<file path="src/design/lru_page_replacement_unit_defines.svh">
// Assertion helpers shared by the LRU page replacement RTL.
// Each one samples on clk_i and is disabled while rst_ni is low.
`ifndef LRU_PAGE_REPLACEMENT_UNIT_DEFINES_SVH
`define LRU_PAGE_REPLACEMENT_UNIT_DEFINES_SVH

// Same-cycle implication.
`define LRUPR_ASSERT_NOW(label, ante, cons, msg) \
  label: assert property (@(posedge clk_i) disable iff (!rst_ni) (ante) |-> (cons)) \
    else $error(msg);

// Next-cycle implication.
`define LRUPR_ASSERT_NEXT(label, ante, cons, msg) \
  label: assert property (@(posedge clk_i) disable iff (!rst_ni) (ante) |=> (cons)) \
    else $error(msg);

`endif

</file>
<file path="src/design/lrupr_pkg.sv">
`timescale 1ns / 1ps
`default_nettype none

package lrupr_pkg;

  localparam int PAGE_W     = 8;
  localparam int FRAMES_W   = 4;
  localparam int FAULT_W    = 32;
  localparam int CFG_IDX_W  = 1;
  localparam int CFG_DATA_W = 8;

  localparam logic [PAGE_W-1:0]   PAGE_RANGE_RST = 8'd10;
  localparam logic [FRAMES_W-1:0] FRAMES_RST     = 4'd5;

  // Configuration register indexes
  localparam logic [CFG_IDX_W-1:0] CFG_PAGE_RANGE = 1'b0;
  localparam logic [CFG_IDX_W-1:0] CFG_FRAMES     = 1'b1;

  // Command from the control logic to the recency stack
  typedef struct packed {
    logic upd;    // commit a valid access this cycle
    logic evict;  // miss at or above the frame limit: drop the least-recent entry
  } stack_cmd_t;

  // Per-cell control from the stack to each cell
  typedef struct packed {
    logic upd;       // commit this cycle
    logic hit;       // access is a hit somewhere in the stack
    logic valid;     // cell holds a resident page
    logic miss_span; // cell lies in the range that shifts on a miss
  } cell_ctl_t;

endpackage

`default_nettype wire

</file>
<file path="src/design/lrupr_cell.sv">
`timescale 1ns / 1ps
`default_nettype none

module lrupr_cell #(
  parameter int PAGE_BITS = 8
) (
  input  wire                    clk_i,
  input  lrupr_pkg::cell_ctl_t   ctl_i,
  input  wire  [PAGE_BITS-1:0]   page_i,
  input  wire  [PAGE_BITS-1:0]   nbr_i,
  input  wire                    match_above_i,
  output logic                   match_o,
  output logic [PAGE_BITS-1:0]   entry_o
);
  import lrupr_pkg::*;

  logic [PAGE_BITS-1:0] entry_q;
  logic [PAGE_BITS-1:0] entry_d;
  logic                 take;

  // Match here or further toward the least-recent end; pages are unique.
  assign match_o = match_above_i || (ctl_i.valid && (entry_q == page_i));

  // On a hit, shift every cell up to the matching one; on a miss, the span.
  assign take    = ctl_i.upd && (ctl_i.hit ? match_o : ctl_i.miss_span);
  assign entry_d = nbr_i;

  always_ff @(posedge clk_i) begin
    if (take) begin
      entry_q <= entry_d;
    end
  end

  assign entry_o = entry_q;

endmodule

`default_nettype wire

</file>
<file path="src/design/lrupr_stack.sv">
`timescale 1ns / 1ps
`default_nettype none

module lrupr_stack #(
  parameter int MAX_FRAMES = 8,
  parameter int PAGE_BITS  = 8
) (
  input  wire                                    clk_i,
  input  lrupr_pkg::stack_cmd_t                  cmd_i,
  input  wire  [PAGE_BITS-1:0]                   page_i,
  input  wire  [$clog2(MAX_FRAMES + 1)-1:0]      occ_i,
  output logic                                   hit_o,
  output logic [PAGE_BITS-1:0]                   victim_o
);
  import lrupr_pkg::*;

  localparam int OccW = $clog2(MAX_FRAMES + 1);

  logic [PAGE_BITS-1:0] entry [MAX_FRAMES];
  logic [PAGE_BITS-1:0] nbr   [MAX_FRAMES];
  logic [MAX_FRAMES:0]  sfx;
  logic [MAX_FRAMES-1:0] last;
  logic [OccW-1:0]      occ_e;
  cell_ctl_t            ctl [MAX_FRAMES];

  // Occupancy once the victim is gone; cells up to this index shift on a miss
  assign occ_e      = occ_i - OccW'(cmd_i.evict);
  assign sfx[MAX_FRAMES] = 1'b0;
  assign hit_o      = sfx[0];

  for (genvar g = 0; g < MAX_FRAMES; g++) begin : g_cell
    if (g == 0) begin : g_head
      assign nbr[g] = page_i;
    end else begin : g_body
      assign nbr[g] = entry[g-1];
    end

    assign ctl[g].upd       = cmd_i.upd;
    assign ctl[g].hit       = hit_o;
    assign ctl[g].valid     = OccW'(g) < occ_i;
    assign ctl[g].miss_span = OccW'(g) <= occ_e;
    assign last[g]          = OccW'(g + 1) == occ_i;

    lrupr_cell #(
      .PAGE_BITS(PAGE_BITS)
    ) u_cell (
      .clk_i        (clk_i),
      .ctl_i        (ctl[g]),
      .page_i       (page_i),
      .nbr_i        (nbr[g]),
      .match_above_i(sfx[g+1]),
      .match_o      (sfx[g]),
      .entry_o      (entry[g])
    );
  end

  // Least-recent resident entry
  always_comb begin
    victim_o = '0;
    for (int i = 0; i < MAX_FRAMES; i++) begin
      if (last[i]) begin
        victim_o = victim_o | entry[i];
      end
    end
  end

endmodule

`default_nettype wire

</file>
<file path="src/design/lru_page_replacement_unit.sv">
`timescale 1ns / 1ps
`default_nettype none
`include "lru_page_replacement_unit_defines.svh"

// LRU page replacement unit. Each page access is handled as it is accepted and its
// result appears in the output register on the next cycle, so a new access is
// accepted every cycle while the output side keeps up. The recency stack is a
// row of MAX_FRAMES cells, most recent first; every cell compares its page with
// the access in parallel and the hit flag ripples along the row, which sets the
// longest path. Pages 0 and above page_range are flagged out of range and leave
// all state alone. frames_in_use of 0 acts as 1; above MAX_FRAMES acts as
// MAX_FRAMES. Write configuration only while no access is in flight.
module lru_page_replacement_unit #(
  parameter int MAX_FRAMES = 8,
  parameter int PAGE_BITS  = 8
) (
  input  wire                                   clk_i,
  input  wire                                   rst_ni,
  input  wire                                   in_valid_i,
  output logic                                  in_stall_o,
  input  wire  [lrupr_pkg::PAGE_W-1:0]          page_i,
  output logic                                  out_valid_o,
  input  wire                                   out_stall_i,
  output logic                                  out_of_range_o,
  output logic                                  hit_o,
  output logic                                  fault_o,
  output logic                                  evict_valid_o,
  output logic [lrupr_pkg::PAGE_W-1:0]          evicted_page_o,
  output logic [lrupr_pkg::FAULT_W-1:0]         fault_total_o,
  output logic [lrupr_pkg::FRAMES_W-1:0]        frames_used_o,
  input  wire                                   cfg_valid_i,
  output logic                                  cfg_ready_o,
  input  wire  [lrupr_pkg::CFG_IDX_W-1:0]       cfg_index_i,
  input  wire  [lrupr_pkg::CFG_DATA_W-1:0]      cfg_data_i
);
  import lrupr_pkg::*;

  localparam int OccW = $clog2(MAX_FRAMES + 1);
  localparam int CmpW = (OccW > FRAMES_W) ? OccW : FRAMES_W;

  logic [PAGE_W-1:0]   page_range_q;
  logic [FRAMES_W-1:0] frames_in_use_q;
  logic [OccW-1:0]     occ_q, occ_d;
  logic [FAULT_W-1:0]  fault_q, fault_d;

  logic                out_valid_q;
  logic                reject_q, hit_q, fault_flag_q, evict_q;
  logic [PAGE_W-1:0]   victim_q;
  logic [FAULT_W-1:0]  total_q;
  logic [FRAMES_W-1:0] used_q;

  logic                in_acc;
  logic                page_fits;
  logic                reject;
  logic                upd;
  logic                hit;
  logic                miss;
  logic                evict;
  logic [CmpW-1:0]     fiu_ext;
  logic [CmpW-1:0]     lim;
  logic [PAGE_BITS-1:0] page_w;
  logic [PAGE_BITS-1:0] victim;
  stack_cmd_t          cmd;

  assign in_stall_o = out_valid_q && out_stall_i;
  assign in_acc     = in_valid_i && !in_stall_o;
  assign cfg_ready_o = 1'b1;

  assign page_w    = PAGE_BITS'(page_i);
  assign page_fits = PAGE_W'(page_w) == page_i;
  assign reject    = (page_i == '0) || (page_i > page_range_q) || !page_fits;
  assign upd       = in_acc && !reject;
  assign miss      = upd && !hit;

  // Clamp the frame limit to 1..MAX_FRAMES
  assign fiu_ext = CmpW'(frames_in_use_q);
  always_comb begin
    priority if (fiu_ext == '0) begin
      lim = CmpW'(1);
    end else if (fiu_ext > CmpW'(MAX_FRAMES)) begin
      lim = CmpW'(MAX_FRAMES);
    end else begin
      lim = fiu_ext;
    end
  end

  assign evict = miss && (CmpW'(occ_q) >= lim) && (occ_q != '0);

  assign cmd.upd   = upd;
  assign cmd.evict = evict;

  lrupr_stack #(
    .MAX_FRAMES(MAX_FRAMES),
    .PAGE_BITS (PAGE_BITS)
  ) u_stack (
    .clk_i   (clk_i),
    .cmd_i   (cmd),
    .page_i  (page_w),
    .occ_i   (occ_q),
    .hit_o   (hit),
    .victim_o(victim)
  );

  assign occ_d   = miss ? (occ_q - OccW'(evict) + OccW'(1)) : occ_q;
  assign fault_d = (miss && (fault_q != '1)) ? (fault_q + FAULT_W'(1)) : fault_q;

  always_ff @(posedge clk_i or negedge rst_ni) begin
    if (!rst_ni) begin
      occ_q   <= '0;
      fault_q <= '0;
    end else if (upd) begin
      occ_q   <= occ_d;
      fault_q <= fault_d;
    end
  end

  always_ff @(posedge clk_i or negedge rst_ni) begin
    if (!rst_ni) begin
      page_range_q    <= PAGE_RANGE_RST;
      frames_in_use_q <= FRAMES_RST;
    end else if (cfg_valid_i && cfg_ready_o) begin
      unique case (cfg_index_i)
        CFG_PAGE_RANGE: page_range_q    <= cfg_data_i;
        CFG_FRAMES:     frames_in_use_q <= cfg_data_i[FRAMES_W-1:0];
      endcase
    end
  end

  // Output register: advance on accept, hold while stalled
  always_ff @(posedge clk_i or negedge rst_ni) begin
    if (!rst_ni) begin
      out_valid_q <= 1'b0;
    end else if (in_acc) begin
      out_valid_q <= 1'b1;
    end else if (!out_stall_i) begin
      out_valid_q <= 1'b0;
    end
  end

  always_ff @(posedge clk_i) begin
    if (in_acc) begin
      reject_q     <= reject;
      hit_q        <= upd && hit;
      fault_flag_q <= miss;
      evict_q      <= evict;
      victim_q     <= evict ? PAGE_W'(victim) : '0;
      total_q      <= fault_d;
      used_q       <= FRAMES_W'(occ_d);
    end
  end

  assign out_valid_o    = out_valid_q;
  assign out_of_range_o = reject_q;
  assign hit_o          = hit_q;
  assign fault_o        = fault_flag_q;
  assign evict_valid_o  = evict_q;
  assign evicted_page_o = victim_q;
  assign fault_total_o  = total_q;
  assign frames_used_o  = used_q;

  `LRUPR_ASSERT_NOW(a_occ_bound, 1'b1, occ_q <= OccW'(MAX_FRAMES), "occupancy above frame count")
  `LRUPR_ASSERT_NOW(a_one_kind, out_valid_q, $onehot({reject_q, hit_q, fault_flag_q}),
    "result is not exactly one of reject, hit, fault")
  `LRUPR_ASSERT_NOW(a_evict_fault, out_valid_q && evict_q, fault_flag_q,
    "eviction without a fault")
  `LRUPR_ASSERT_NOW(a_victim_zero, out_valid_q && !evict_q, victim_q == '0,
    "evicted page nonzero without eviction")
  `LRUPR_ASSERT_NEXT(a_occ_hold, !miss, $stable(occ_q), "occupancy moved without a miss")

endmodule

`default_nettype wire

</file>
<file path="config.mk">
export PLATFORM = sky130hd
export DESIGN_NAME = lru_page_replacement_unit
export DESIGN_NICKNAME = d
export VERILOG_FILES = /design/src/design/lrupr_pkg.sv /design/src/design/lrupr_cell.sv /design/src/design/lrupr_stack.sv /design/src/design/lru_page_replacement_unit.sv
export VERILOG_INCLUDE_DIRS = /design/src /design/src/design
export SDC_FILE = /design/constraint.sdc
export NUM_CORES = 1
export LEC_CHECK = 0
export ABC_AREA = 0
export ABC_CLOCK_PERIOD_IN_PS = 6000
export BUFFER_PORTS_ARGS = -buffer_cell sky130_fd_sc_hd__buf_2
export CAP_MARGIN = 20
export CELL_PAD_IN_SITES_DETAIL_PLACEMENT = 0
export CELL_PAD_IN_SITES_GLOBAL_PLACEMENT = 1
export CORE_MARGIN = 2
export CORE_UTILIZATION = 44
export CTS_CLUSTER_DIAMETER = 60
export DETAILED_ROUTE_END_ITERATION = 12
export PLACE_DENSITY = 0.73
export SYNTH_ARGS = -nofsm -noshare
export SYNTH_HDL_FRONTEND = slang
export SYNTH_SLANG_ARGS = --single-unit
export TNS_END_PERCENT = 100
</file>
<file path="constraint.sdc">
create_clock -name clk_i -period 6 [get_ports clk_i]
set_clock_uncertainty 0.2 [all_clocks]
set_input_delay 0.6 -clock clk_i [delete_from_list [all_inputs] [get_ports clk_i]]
set_output_delay 0.6 -clock clk_i [all_outputs]
set_load 0.05 [all_outputs]
</file>
==> summary.txt <==
Global route
  – Largest net degree at the start of global routing: 50
  – Gr usage total: 0.2004
  – Vias in the first global route: 5243
  – Global-route wire length before repair: 29.87 mm
  – Remaining global-route overflow: 0
  – Initial antenna violation count: 0

Worst setup path
  – Cell depth of the worst flop-to-flop path: 15
  – CP peak stage delay: 0.79 ns
  – Reg-to-reg setup timing slack: 0.95 ns
  – CP bufs+invs: 3
  – End of the worst register-to-register path: u_stack.g_cell[4].u_cell.entry_o[5]
  – Crit Path Class: register to register
  – Worst EP required: 5.94 ns
  – CP startpoint kind: register
  – Family with the most delay on the worst path: simple AND/OR/NAND/NOR gates
  – Critical Path Sink Type: register
  – Crit-path slowest cell: or4_1
  – Worst r2r src: occ_q[2]
  – Ordered cell list for the critical path: or2_1 > nor3_2 > or3_1 > and3b_2 > nand3_4 > or4_1 > inv_1 > ha_1 > nor3b_1 > xor2_1 > inv_1 > nand2_1 > nand3_1 > a21oi_1 > buf_4
  – CP Max Fanout: 28
  – Data arrival time of the worst path: 4.99 ns
  – Most used cell, CP: inv_1

Placement
  – Post-DP HPWL: 13.61 mm
  – # port buffers: 71
  – Dpl ws: 0.9548 ns
  – Gpl congestion: 0.9832
  – Placed Cells: 919

Detailed routing
  – DR WL/cell: 19.50 um
  – Drt first-iter violations: 413
  – DR pass1 iterations: 5
  – Total number of vias: 5256
  – DRC: 0
  – Drt total wl: 18.54 mm
  – Routed Antenna Nets: 0
  – Vias per inst: 5.527

Die
  – Rows: 49
  – Total Die Area: 0.01929 mm2
  – Die width: 138.9 um
  – Die Y: 138.9 um
  – CORE AREA: 0.01790 mm2
  – Initial core utilization: 0.4472
  – Num ports: 73

STA
  – Unrepaired setup endpoints after global routing: no
  – Relative slew slack: 0.4511
  – Final Setup Violations: 0
  – Tmin final: 5.054 ns
  – Final Hold Viols: 0
  – Pins Over Slew Limit: 0
  – Period utilisation layout: 0.8423
  – Setup TNS: 0 ns
  – Fmax: 197.9 MHz
  – PnR worst setup slack: 0.9462 ns
  – Worst-Margin Slew: 0.8217 ns

Clocking
  – Clock buffer depth: 2
  – Reg clk slew, reported paths: 0.06 ns
  – Latest clock arrival within the worst-skew pair: 0.43 ns
  – CTS Hold Buffers Added: 0
  – H-Tree Depth: 4
  – Clk sinks: 161
  – Post-CTS Setup Repair Bufs: 0
  – CTS buffer count: 17
  – Root buffer selected by CTS: clkbuf_16
  – CTS tree: yes
  – Post-CTS resize count: 0

Cells and area
  – Area Growth Syn to Fin: 14.85%
  – Layout Nets: 748
  – Layout cell share with drive strength beyond 1: 0.2078
  – Most frequent cells in the layout: edfxtp_1 (112), buf_2 (71), xnor2_1 (69), xor2_1 (61), dfrtp_1 (45)
  – Fillcell total: 1600
  – Layout Cells excl Fill: 951
  – Most common cell after layout, fill and taps aside: edfxtp_1
  – # diodes: 0

Power
  – Leak Pwr: 0.003637 uW
  – Worst vdd ir: 0.0002454 V
  – PwrDens: 394.9 mW/mm2

Yosys
  – Synth cell types: 55
  – Avg Cell Area, Syn: 12.65 um2
  – Sequential fraction of the synthesis area: 0.5739
  – Fraction of registers with async set/reset: 0.3043
  – Number of flops mapped to enable cells by yosys: 112
  – Synth warnings: 0
  – Synth Flop Type: edfxtp_1
  – Synthesized area: 0.008005 mm2
  – Syn_nets: 672
  – Post-Syn Instances: 633
  – #FFs+latches synth: 161

Job
  – Max cap viols: 0

Min path
  – Min-Delay Path Class: primary input to async pin

Run status
  – Status: completed
## layout make-up
| cell class | instances | area (um2) | area share |
|---|---|---|---|
| Timing Repair Buffer | 84 | 452.9 | 0.04927 |
| Clock buffer | 24 | 471.7 | 0.05131 |
| Tap cell | 229 | 286.5 | 0.03116 |
| Sequential cell | 161 | 4594 | 0.4997 |
| Inverter | 20 | 75.07 | 0.008165 |
| Multi-Input combinational cell | 425 | 3184 | 0.3464 |
| Clock inverter | 8 | 128.9 | 0.01402 |
## registers in the layout (all words and copies together), names as in the netlist
register                       count
frames_used_o                      4
fault_total_o                     32
out_of_range_o                     1
page_range_q                       8
out_valid_o                        1
fiu_ext                            4
evict_valid_o                      1
fault_q                           32
evicted_page_o                     8
u_stack.g_cell.u_cell.entry_o     64
occ_q                              4
hit_o                              1
fault_o                            1
## synth_stat cells (all sizes together) (4+ instances only)
master	number	share of area
ha	17	0.027
nor3	27	0.020
a22oi	8	0.0075
dfrtp	45	0.14
buf	17	0.015
mux2i	10	0.013
nor2	32	0.015
nand4	21	0.017
and4	4	0.0044
and2	6	0.0047
mux4	8	0.023
or4	4	0.0042
xnor2	69	0.075
nor4	13	0.015
nor2b	5	0.0039
o21ai	14	0.0088
a21oi	21	0.013
and3	7	0.0061
xor2	61	0.067
a21o	5	0.0047
o22ai	8	0.0063
inv	20	0.0094
clkbuf	10	0.0047
edfxtp	112	0.42
nand3	25	0.018
mux2	9	0.013
nand2	32	0.015
dfstp	4	0.013
## worst register-to-register path, delay by kind of cell (launching register included)
family / cells / cell delay (ns)
xor gates and xnor gates: 1 / 0.29
AOI/OAI and AO/OA: 1 / 0.23
adders and majority gates: 1 / 0.17
DFF: 1 / 0.63
buffers and inverters: 3 / 0.44
and+or+nand+nor: 9 / 2.78
## routing by layer
metal	global-route usage	share of wire	vias up
met5	0	0	-
met4	0.06805	0.017	0
met3	0.05767	0.072	23
met2	0.2974	0.45	167
met1	0.2846	0.46	2618
li1	-	-	2448
## metrics by stage
stage	total power, uW	cell area, um2	util	hold WS (ns)
2_1_floorplan	2246	8008	-	0.1044
3_3_place_gp	2522	8593	0.4800	0.2893
3_5_place_dp	2535	8593	0.4800	0.2842
4_1_cts	3643	9194	0.5136	0.1045
5_1_grt	3801	9194	0.5136	0.1102
6_report	3631	9194	0.5136	0.06112
## kinds of logic after synthesis
kind of cell	synth area share
AO/OA/AOI/OAI	0.04971
XOR/XNOR	0.1422
adder cells (fa/ha/maj)	0.02657
buffers and inverters	0.02923
flip-flops	0.5739
multiplexers	0.04767
other	0.0004684
AND/OR/NAND/NOR	0.1302
## power breakdown
group	switching, uW	internal, uW	leakage, uW
sequential	193	1390	0.00166
combinational	577	363	0.00170
clock	428	677	0.000277
## worst max path at each step
stage                      startpoint                                  end  cells past startpoint
after floorplan           out_valid_o  u_stack.g_cell[1].u_cell.entry_o[0]                     15
after global placement      page_i[5]  u_stack.g_cell[4].u_cell.entry_o[0]                     16
after detailed placement    page_i[5]  u_stack.g_cell[4].u_cell.entry_o[5]                     16
after CTS                    occ_q[2]  u_stack.g_cell[4].u_cell.entry_o[5]                     15
after global routing         occ_q[1]  u_stack.g_cell[2].u_cell.entry_o[6]                     15
final                        occ_q[2]  u_stack.g_cell[4].u_cell.entry_o[5]                     15
Note: power is estimated with default switching activity, not from simulation.
